`src/rtl/ciffv_pkg.sv`:
```
// ----------------------------------------------------------------------------
// CIFF stream validator package
// Shared types, phase and error codes, and constants of the CIFF parser.
// ----------------------------------------------------------------------------
package ciffv_pkg;

  typedef enum logic [9:0] {
    PH_MAGIC   = 10'b00_0000_0001,
    PH_HSIZE   = 10'b00_0000_0010,
    PH_CSIZE   = 10'b00_0000_0100,
    PH_WIDTH   = 10'b00_0000_1000,
    PH_HEIGHT  = 10'b00_0001_0000,
    PH_CAPTION = 10'b00_0010_0000,
    PH_TAGS    = 10'b00_0100_0000,
    PH_PIXEL   = 10'b00_1000_0000,
    PH_TRAIL   = 10'b01_0000_0000,
    PH_FAIL    = 10'b10_0000_0000
  } phase_t;

  localparam logic [3:0] PCODE_MAGIC   = 4'd0;
  localparam logic [3:0] PCODE_HSIZE   = 4'd1;
  localparam logic [3:0] PCODE_CSIZE   = 4'd2;
  localparam logic [3:0] PCODE_WIDTH   = 4'd3;
  localparam logic [3:0] PCODE_HEIGHT  = 4'd4;
  localparam logic [3:0] PCODE_CAPTION = 4'd5;
  localparam logic [3:0] PCODE_TAGS    = 4'd6;
  localparam logic [3:0] PCODE_PIXEL   = 4'd7;
  localparam logic [3:0] PCODE_TRAIL   = 4'd8;
  localparam logic [3:0] PCODE_FAIL    = 4'd9;

  localparam logic [2:0] ERR_NONE      = 3'd0;
  localparam logic [2:0] ERR_MAGIC     = 3'd1;
  localparam logic [2:0] ERR_HDR_SIZE  = 3'd2;
  localparam logic [2:0] ERR_SIZE_REL  = 3'd3;
  localparam logic [2:0] ERR_CAPTION   = 3'd4;
  localparam logic [2:0] ERR_TAGS_END  = 3'd5;
  localparam logic [2:0] ERR_TRUNC     = 3'd6;

  localparam logic [7:0]  NEWLINE_BYTE   = 8'h0A;
  localparam logic [7:0]  NUL_BYTE       = 8'h00;
  localparam logic [2:0]  MAGIC_LAST_IDX = 3'd3;
  localparam logic [2:0]  FIELD_LAST_IDX = 3'd7;
  localparam logic [63:0] WIDTH_READ_POS  = 64'd28;
  localparam logic [63:0] HEIGHT_READ_POS = 64'd36;

  typedef struct packed {
    logic [63:0] height_value;
    logic [63:0] width_value;
    logic        pixel_valid;
    logic        header_done;
    logic        field_end;
    logic [2:0]  error_code;
    logic [3:0]  phase;
    logic [7:0]  byte_out;
  } result_t;

  function automatic logic [7:0] magic_byte(input logic [1:0] idx);
    logic [7:0] val;
    case (idx)
      2'd0:    val = 8'h43;
      2'd1:    val = 8'h49;
      2'd2:    val = 8'h46;
      default: val = 8'h46;
    endcase
    return val;
  endfunction

  function automatic logic [3:0] phase_code(input phase_t ph);
    logic [3:0] code;
    case (ph)
      PH_MAGIC:   code = PCODE_MAGIC;
      PH_HSIZE:   code = PCODE_HSIZE;
      PH_CSIZE:   code = PCODE_CSIZE;
      PH_WIDTH:   code = PCODE_WIDTH;
      PH_HEIGHT:  code = PCODE_HEIGHT;
      PH_CAPTION: code = PCODE_CAPTION;
      PH_TAGS:    code = PCODE_TAGS;
      PH_PIXEL:   code = PCODE_PIXEL;
      PH_TRAIL:   code = PCODE_TRAIL;
      default:    code = PCODE_FAIL;
    endcase
    return code;
  endfunction

endpackage

```
`src/rtl/ciff_stream_validator.sv`:
```
// ----------------------------------------------------------------------------
// CIFF stream validator
// Checks a CIFF file byte by byte and passes each byte on with its status.
// ----------------------------------------------------------------------------
// The in_ channel carries one file byte per transaction, with in_tlast on
// the final byte of the file. The out_ channel returns one transaction per
// input byte: the byte itself, its error code, the header-done flag and the
// image width and height in out_tdata, the parse phase and the pixel flag
// in out_tuser, and the end-of-field flag on out_tlast.
// A byte is captured in an input register and evaluated in one pass
// against the parse state on its way into the output register; one byte
// per cycle is sustained while the receiver takes every result. The
// evaluation path is bounded by the 64-by-8 multiply-add that accumulates
// width*3*height while the height field is read.
// Reset empties both registers and returns the parser to the magic phase
// with all sizes and the byte count cleared. When the receiver stalls, the
// output register holds its transaction; one more byte still enters the
// input register, and then in_tready stays low until the output moves.
// After a failure or after the pixel data the block stays in that phase
// until reset.
// ----------------------------------------------------------------------------
module ciff_stream_validator (
  input  logic         clk,
  input  logic         rst_n,
  input  logic         in_tvalid,
  output logic         in_tready,
  input  logic [7:0]   in_tdata,   // data_byte[7:0]
  input  logic         in_tlast,
  output logic         out_tvalid,
  input  logic         out_tready,
  output logic [143:0] out_tdata,  // byte_out[7:0], error_code[10:8],
                                   // header_done[11], width_value[75:12],
                                   // height_value[139:76], zero[143:140]
  output logic [4:0]   out_tuser,  // phase[3:0], pixel_valid[4]
  output logic         out_tlast
);

  logic               in_vld_r, in_vld_nxt;
  logic [7:0]         in_data_r;
  logic               in_last_r;
  logic               out_vld_r, out_vld_nxt;
  ciffv_pkg::result_t out_res_r;
  ciffv_pkg::result_t result;
  logic               adv;
  logic               in_fire;

  assign adv       = in_vld_r && (!out_vld_r || out_tready);
  assign in_tready = !in_vld_r || adv;
  assign in_fire   = in_tvalid && in_tready;

  assign in_vld_nxt  = in_fire ? 1'b1 : (adv ? 1'b0 : in_vld_r);
  assign out_vld_nxt = adv ? 1'b1 : (out_tready ? 1'b0 : out_vld_r);

  ciffv_parser u_parser (
    .clk       (clk),
    .rst_n     (rst_n),
    .step      (adv),
    .data_byte (in_data_r),
    .last_byte (in_last_r),
    .result    (result)
  );

  always_ff @(posedge clk) begin
    if (!rst_n) begin
      in_vld_r  <= 1'b0;
      out_vld_r <= 1'b0;
    end else begin
      in_vld_r  <= in_vld_nxt;
      out_vld_r <= out_vld_nxt;
    end
  end

  always_ff @(posedge clk) begin
    if (in_fire) begin
      in_data_r <= in_tdata;
      in_last_r <= in_tlast;
    end
    if (adv) begin
      out_res_r <= result;
    end
  end

  assign out_tvalid = out_vld_r;
  assign out_tdata  = {4'd0, out_res_r.height_value, out_res_r.width_value,
                       out_res_r.header_done, out_res_r.error_code,
                       out_res_r.byte_out};
  assign out_tuser  = {out_res_r.pixel_valid, out_res_r.phase};
  assign out_tlast  = out_res_r.field_end;

endmodule

```
`src/rtl/ciffv_parser.sv`:
```
// ----------------------------------------------------------------------------
// CIFF parser core
// Holds the parse state and computes the result of one byte in one pass.
// ----------------------------------------------------------------------------
module ciffv_parser (
  input  logic               clk,
  input  logic               rst_n,
  input  logic               step,
  input  logic [7:0]         data_byte,
  input  logic               last_byte,
  output ciffv_pkg::result_t result
);

  ciffv_pkg::phase_t phase_r, phase_nxt;
  logic [2:0]  idx_r, idx_nxt;
  logic [63:0] hlen_r, hlen_nxt;
  logic [63:0] clen_r, clen_nxt;
  logic [63:0] width_r, width_nxt;
  logic [63:0] height_r, height_nxt;
  logic [63:0] w3_r, w3_nxt;
  logic [63:0] prod_r, prod_nxt;
  logic [63:0] bcnt_r, bcnt_nxt;

  logic [63:0] pos;
  logic [63:0] part;
  logic [63:0] part3;
  logic [5:0]  shamt;
  logic [9:0]  byte_x3;
  logic [2:0]  err;
  logic        fe;
  logic        hd;
  logic        pv;

  assign shamt   = {idx_r, 3'b000};
  assign part    = {56'd0, data_byte} << shamt;
  assign byte_x3 = {2'b00, data_byte} + {1'b0, data_byte, 1'b0};
  assign part3   = {54'd0, byte_x3} << shamt;
  assign pos     = (bcnt_r == '1) ? bcnt_r : bcnt_r + 64'd1;

  always_comb begin
    phase_nxt  = phase_r;
    idx_nxt    = idx_r;
    hlen_nxt   = hlen_r;
    clen_nxt   = clen_r;
    width_nxt  = width_r;
    height_nxt = height_r;
    w3_nxt     = w3_r;
    prod_nxt   = prod_r;
    bcnt_nxt   = bcnt_r;
    err        = ciffv_pkg::ERR_NONE;
    fe         = 1'b0;
    hd         = 1'b0;
    pv         = 1'b0;

    if (phase_r != ciffv_pkg::PH_TRAIL && phase_r != ciffv_pkg::PH_FAIL) begin
      bcnt_nxt = pos;
    end

    case (phase_r)
      ciffv_pkg::PH_MAGIC: begin
        if (data_byte != ciffv_pkg::magic_byte(idx_r[1:0])) begin
          err = ciffv_pkg::ERR_MAGIC;
        end else if (idx_r >= ciffv_pkg::MAGIC_LAST_IDX) begin
          fe        = 1'b1;
          idx_nxt   = 3'd0;
          phase_nxt = ciffv_pkg::PH_HSIZE;
        end else begin
          idx_nxt = idx_r + 3'd1;
        end
      end
      ciffv_pkg::PH_HSIZE, ciffv_pkg::PH_CSIZE,
      ciffv_pkg::PH_WIDTH, ciffv_pkg::PH_HEIGHT: begin
        case (phase_r)
          ciffv_pkg::PH_HSIZE: hlen_nxt = hlen_r | part;
          ciffv_pkg::PH_CSIZE: clen_nxt = clen_r | part;
          ciffv_pkg::PH_WIDTH: begin
            width_nxt = width_r | part;
            w3_nxt    = w3_r + part3;
          end
          default: begin
            height_nxt = height_r | part;
            prod_nxt   = prod_r + ((w3_r * {56'd0, data_byte}) << shamt);
          end
        endcase
        if (idx_r != ciffv_pkg::FIELD_LAST_IDX) begin
          idx_nxt = idx_r + 3'd1;
        end else begin
          idx_nxt = 3'd0;
          fe      = 1'b1;
          if (phase_r == ciffv_pkg::PH_CSIZE && hlen_r > clen_nxt) begin
            err = ciffv_pkg::ERR_HDR_SIZE;
          end else if (phase_r == ciffv_pkg::PH_HEIGHT && prod_nxt != clen_r) begin
            err = ciffv_pkg::ERR_SIZE_REL;
          end else begin
            case (phase_r)
              ciffv_pkg::PH_HSIZE: phase_nxt = ciffv_pkg::PH_CSIZE;
              ciffv_pkg::PH_CSIZE: phase_nxt = ciffv_pkg::PH_WIDTH;
              ciffv_pkg::PH_WIDTH: phase_nxt = ciffv_pkg::PH_HEIGHT;
              default:             phase_nxt = ciffv_pkg::PH_CAPTION;
            endcase
          end
        end
      end
      ciffv_pkg::PH_CAPTION: begin
        if (data_byte == ciffv_pkg::NEWLINE_BYTE) begin
          if (pos >= hlen_r) begin
            err = ciffv_pkg::ERR_CAPTION;
          end else begin
            fe        = 1'b1;
            phase_nxt = ciffv_pkg::PH_TAGS;
          end
        end else if ({1'b0, hlen_r} < ({1'b0, pos} + 65'd2)) begin
          err = ciffv_pkg::ERR_CAPTION;
        end
      end
      ciffv_pkg::PH_TAGS: begin
        if (pos >= hlen_r) begin
          if (data_byte != ciffv_pkg::NUL_BYTE) begin
            err = ciffv_pkg::ERR_TAGS_END;
          end else begin
            fe        = 1'b1;
            hd        = 1'b1;
            phase_nxt = (clen_r == 64'd0) ? ciffv_pkg::PH_TRAIL : ciffv_pkg::PH_PIXEL;
          end
        end else if (data_byte == ciffv_pkg::NUL_BYTE) begin
          fe = 1'b1;
        end
      end
      ciffv_pkg::PH_PIXEL: begin
        pv = 1'b1;
        if (pos - hlen_r == clen_r) begin
          fe        = 1'b1;
          phase_nxt = ciffv_pkg::PH_TRAIL;
        end
      end
      default: begin
      end
    endcase

    if (err != ciffv_pkg::ERR_NONE) begin
      phase_nxt = ciffv_pkg::PH_FAIL;
      fe        = 1'b0;
      hd        = 1'b0;
    end else if (last_byte && phase_nxt != ciffv_pkg::PH_TRAIL &&
                 phase_nxt != ciffv_pkg::PH_FAIL) begin
      err       = ciffv_pkg::ERR_TRUNC;
      phase_nxt = ciffv_pkg::PH_FAIL;
      fe        = 1'b0;
    end
  end

  always_comb begin
    result.byte_out     = data_byte;
    result.phase        = (phase_nxt == ciffv_pkg::PH_FAIL) ? ciffv_pkg::PCODE_FAIL :
                          ciffv_pkg::phase_code(phase_r);
    result.error_code   = err;
    result.field_end    = fe;
    result.header_done  = hd;
    result.pixel_valid  = pv;
    result.width_value  = (bcnt_nxt >= ciffv_pkg::WIDTH_READ_POS)  ? width_nxt  : 64'd0;
    result.height_value = (bcnt_nxt >= ciffv_pkg::HEIGHT_READ_POS) ? height_nxt : 64'd0;
  end

  always_ff @(posedge clk) begin
    if (!rst_n) begin
      phase_r  <= ciffv_pkg::PH_MAGIC;
      idx_r    <= 3'd0;
      hlen_r   <= 64'd0;
      clen_r   <= 64'd0;
      width_r  <= 64'd0;
      height_r <= 64'd0;
      w3_r     <= 64'd0;
      prod_r   <= 64'd0;
      bcnt_r   <= 64'd0;
    end else if (step) begin
      phase_r  <= phase_nxt;
      idx_r    <= idx_nxt;
      hlen_r   <= hlen_nxt;
      clen_r   <= clen_nxt;
      width_r  <= width_nxt;
      height_r <= height_nxt;
      w3_r     <= w3_nxt;
      prod_r   <= prod_nxt;
      bcnt_r   <= bcnt_nxt;
    end
  end

endmodule

```
`config.mk`:
```
export PLATFORM = sky130hd
export DESIGN_NAME = ciff_stream_validator
export DESIGN_NICKNAME = d
export VERILOG_FILES = /design/src/rtl/ciffv_pkg.sv /design/src/rtl/ciff_stream_validator.sv /design/src/rtl/ciffv_parser.sv
export SDC_FILE = /design/constraint.sdc
export NUM_CORES = 2
export LEC_CHECK = 0
export ABC_AREA = 1
export BUFFER_PORTS_ARGS = -buffer_cell sky130_fd_sc_hd__buf_2
export CORE_UTILIZATION = 59
export CTS_CLUSTER_SIZE = 20
export DETAILED_ROUTE_END_ITERATION = 8
export PLACE_DENSITY = 0.76
export SLEW_MARGIN = 40
export SYNTH_ARGS = -nofsm -noshare
export SYNTH_HDL_FRONTEND = slang
export SYNTH_SLANG_ARGS = --single-unit
```
`constraint.sdc`:
```
create_clock -name clk -period 9.47 [get_ports clk]
set_clock_uncertainty 0.15 [all_clocks]
set_input_delay 0.947 -clock clk [delete_from_list [all_inputs] [get_ports clk]]
set_output_delay 0.947 -clock clk [all_outputs]
set_load 0.01 [all_outputs]
```
==> metrics.md <==
| Metric | Value |
|---|---|
| Peak supply drop | `between 0.1 and 0.15 mV` |
| Final instance area | `roughly 0.074 mm^2` |
| Setup TNS | `-1.701 ns` |
| GR Util met2 | `roughly 74%` |
| Startpoint Class | `flop` |
| Largest net degree at the start of global routing | `around 130` |
| Pleak | `38.90 nW` |
| Failing checks | `setup timing` |
| Dpl ws | `-0.9633 ns` |
| Worst path slowest cell | `fa_1` |
| Hold_buf cts | `0` |
| Drc violations | `0` |
| CTS clk-pin slew, worst paths | `~0.06 ns` |
| Share of post-route cells with drive strength above 1 | `about an eighth` |
| Cell variety after synth | `a little under 80` |
| Starting Density | `around 60%` |
| Syn-to-layout area delta | `15.35%` |
| Hold Path End | `u_parser.width_r[63]` |
| Post-DRT Antenna Nets | `0` |
| Gr usage total | `between 40% and 50%` |
| Syn Std Cell Area | `0.06440 mm^2` |
| Grt ovf | `0` |
| Nets@finish | `about 11,000` |
| Min-delay src | `u_parser.width_r[63]` |
| Critical Path End Type | `flop` |
| Max Clock Freq | `a little over 100 MHz` |
| Relative slew slack | `33.93%` |
| Clk Latency, worst-skew pair | `0.70 ns` |
| CP delay by family, top | `simple AND/OR/NAND/NOR gates` |
| Clock Tree Buf Depth | `3` |
| Fin. Hold Viols | `0` |
| Status | `complete, but fails checks` |
| Total CTS buffers | `74` |
| Number of synthesized flops with an enable pin | `approximately 160` |
| DRT iter0 DRCs | `between 7,000 and 8,000` |
| Global route hottest layer | `met2` |
| RSZ-0062 raised after global routing | `true` |
| Ys async rst share | `0%` |
| I/O pins | `~170` |
| Placeable Area | `0.1077 mm^2` |
| Crit path buf inv count | `13` |
| PortBufs | `160` |
| Seq/Total Area, Yosys | `approximately 22%` |
| CTS tree | `built` |
| DRT Wirelength | `approximately 250 mm` |
| Hold depth | `2` |
| Max cap viols | `0` |
| DRT Pass-1 Iters | `7` |
| CP max stage delay | `roughly 0.54 ns` |
| Syn Area/Cell | `about 6.6 um^2` |
| Required @ worst endpoint | `slightly below 10 ns` |
| Die Area | `0.1105 mm^2` |
| DP HPWL | `between 150 and 200 mm` |
| Fin crit period | `a little under 10 ns` |
| Most used cell, CP | `inv_1` |
| Final period utilization | `101.9%` |
| Die Ht | `332.4 um` |
| DR vias/cell | `5.891` |
| Core Rows | `120` |
| Grt met1 use | `50.20%` |
| Footprint of the multi-input gates | `around 0.043 mm^2` |
| WL per Instance | `approximately 22 um` |
| Vias in the first global route | `~67,000` |
| GR met3 Demand/Resource | `9.031%` |
| Crit path arrival time | `~10 ns` |
| Most frequent cells in the layout | `nand2_1, inv_1, nor2_1, a21oi_1, o21ai_0` |
| Filler Cells Inserted | `9,283` |
| Final hold slack | `between 0.3 and 0.4 ns` |
| Final setup fails | `14` |
| Root Driver | `clkbuf_16` |
| Synthesis Warnings | `0` |
| Kind of critical path | `reg2reg` |
| Maximum fanout along the worst path | `6` |
| H-tree level count | `3` |
| Worst Max-Slew Pin Slew | `slightly below 1 ns` |
| Final Util | `69.00%` |
| Total number of vias | `slightly below 70,000` |
| Worst Hold Class | `reg2reg` |
| Slew Viols, Final | `0` |
| Antenna violations before repair | `8` |
| FF-to-FF Start | `in_data_r[7]` |
| #FFs+latches synth | `618` |
| Die Span X | `roughly 330 um` |
| Pwr dens | `roughly 110 mW/mm^2` |
| Final worst setup slack | `-0.1837 ns` |
| Commonest non-fill, non-tap cell in the layout | `nand2_1` |
| Top_reg_cell synth | `dfxtp_1` |
| Clock sink count | `roughly 620` |
| Mapped Cells | `around 9,800` |
| Seq. cell area | `0.01393 mm^2` |
| R2R Setup Slk | `-0.18 ns` |
| GP Congestion | `roughly 1.1` |
| R2R cell count | `55` |
| R2R Path End | `u_parser.phase_r[9]` |
| Post-DP Area | `between 0.06 and 0.07 mm^2` |
| Global-route wire length before repair | `383.6 mm` |
[through the flow]
stage	cells	power, mW
2_1_floorplan	9778	3.997
5_1_grt	11720	8.131
6_report	11720	7.913
3_3_place_gp	11520	4.725
4_1_cts	11700	7.795
3_5_place_dp	11520	4.749
[how the worst max path moves through the flow]
| stage | from | to | cells after the start |
|---|---|---|---|
| floorplan | in_data_r[7] | out_tuser[0] | 59 |
| global placement | in_data_r[7] | u_parser.phase_r[9] | 53 |
| detailed placement | in_data_r[7] | out_tuser[2] | 53 |
| CTS | in_data_r[4] | out_tuser[1] | 63 |
| global route | in_data_r[7] | u_parser.phase_r[9] | 59 |
| finish | in_data_r[7] | u_parser.phase_r[9] | 55 |
[layout make-up]
| cell class | instances | area share, % |
|---|---|---|
| Antenna cell | 5 | 0.01684 |
| Tap cell | 1403 | 2.363 |
| Sequential cell | 618 | 18.75 |
| Multi-Input combinational cell | 6854 | 58.00 |
| Inverter | 1948 | 9.880 |
| Timing Repair Buffer | 754 | 7.532 |
| Clock buffer | 99 | 2.742 |
| Clock inverter | 36 | 0.7175 |
[power by group]
part	switching, mW	internal (mW)
sequential	0.0519	2.76
clock	1.32	1.74
combinational	1.42	0.630
total	2.79	5.13
[worst min-delay path, delay by kind of cell, from the launching register on]
kind	cells	cell delay, ns
buffers and inverters	1	0.04
DFF	1	0.30
AOI/OAI and AO/OA	1	0.05
[per-layer routing]
metal | routed length (um) | vias to the layer above
li1 | - | 31970
met1 | 90270 | 32140
met2 | 116000 | 3809
met3 | 22730 | 1093
met4 | 24910 | 10
met5 | 78 | -
[timing repair]
action | CTS | global route
gates cloned | 2 | 1
pin swaps | 130 | 128
setup buffers | 44 | 13
resized for setup | 232 | 138
endpoints found under the hold margin | 0 | 0
setup endpoints to repair | 18 | 18
[sequential cells by signal, summed over array words and instances, names as in the netlist]
name / flops
out_tdata: 140
u_parser.bcnt_r: 64
u_parser.clen_r: 64
u_parser.height_r: 64
u_parser.hlen_r: 64
u_parser.prod_r: 64
u_parser.w3_r: 64
u_parser.width_r: 64
u_parser.phase_r: 10
in_data_r: 8
out_tuser: 5
u_parser.idx_r: 3
in_last_r: 1
in_vld_r: 1
out_tlast: 1
out_tvalid: 1
[cells in the mapped netlist, types with 122 or more instances]
cell	n	area (um^2)
edfxtp_1	155	4654
clkbuf_1	296	1111
a21oi_1	764	3824
nand3_1	379	1897
nand4_1	122	763.2
fa_1	352	7047
ha_1	412	5155
nor2_1	927	3480
xor2_1	229	2006
o21ai_0	659	3298
dfxtp_1	463	9269
inv_1	1919	7203
nand2_1	2185	8202
[cell families after synthesis]
logic type | share of synthesized area (%)
adders and majority gates | 18.95
and+or+nand+nor | 25.51
other | 0.005823
AOI/OAI and AO/OA | 15.85
xor gates and xnor gates | 4.428
muxes | 0.04663
DFF | 21.62
buffers and inverters | 13.59
No activity file was read; power rests on OpenSTA's default activity.
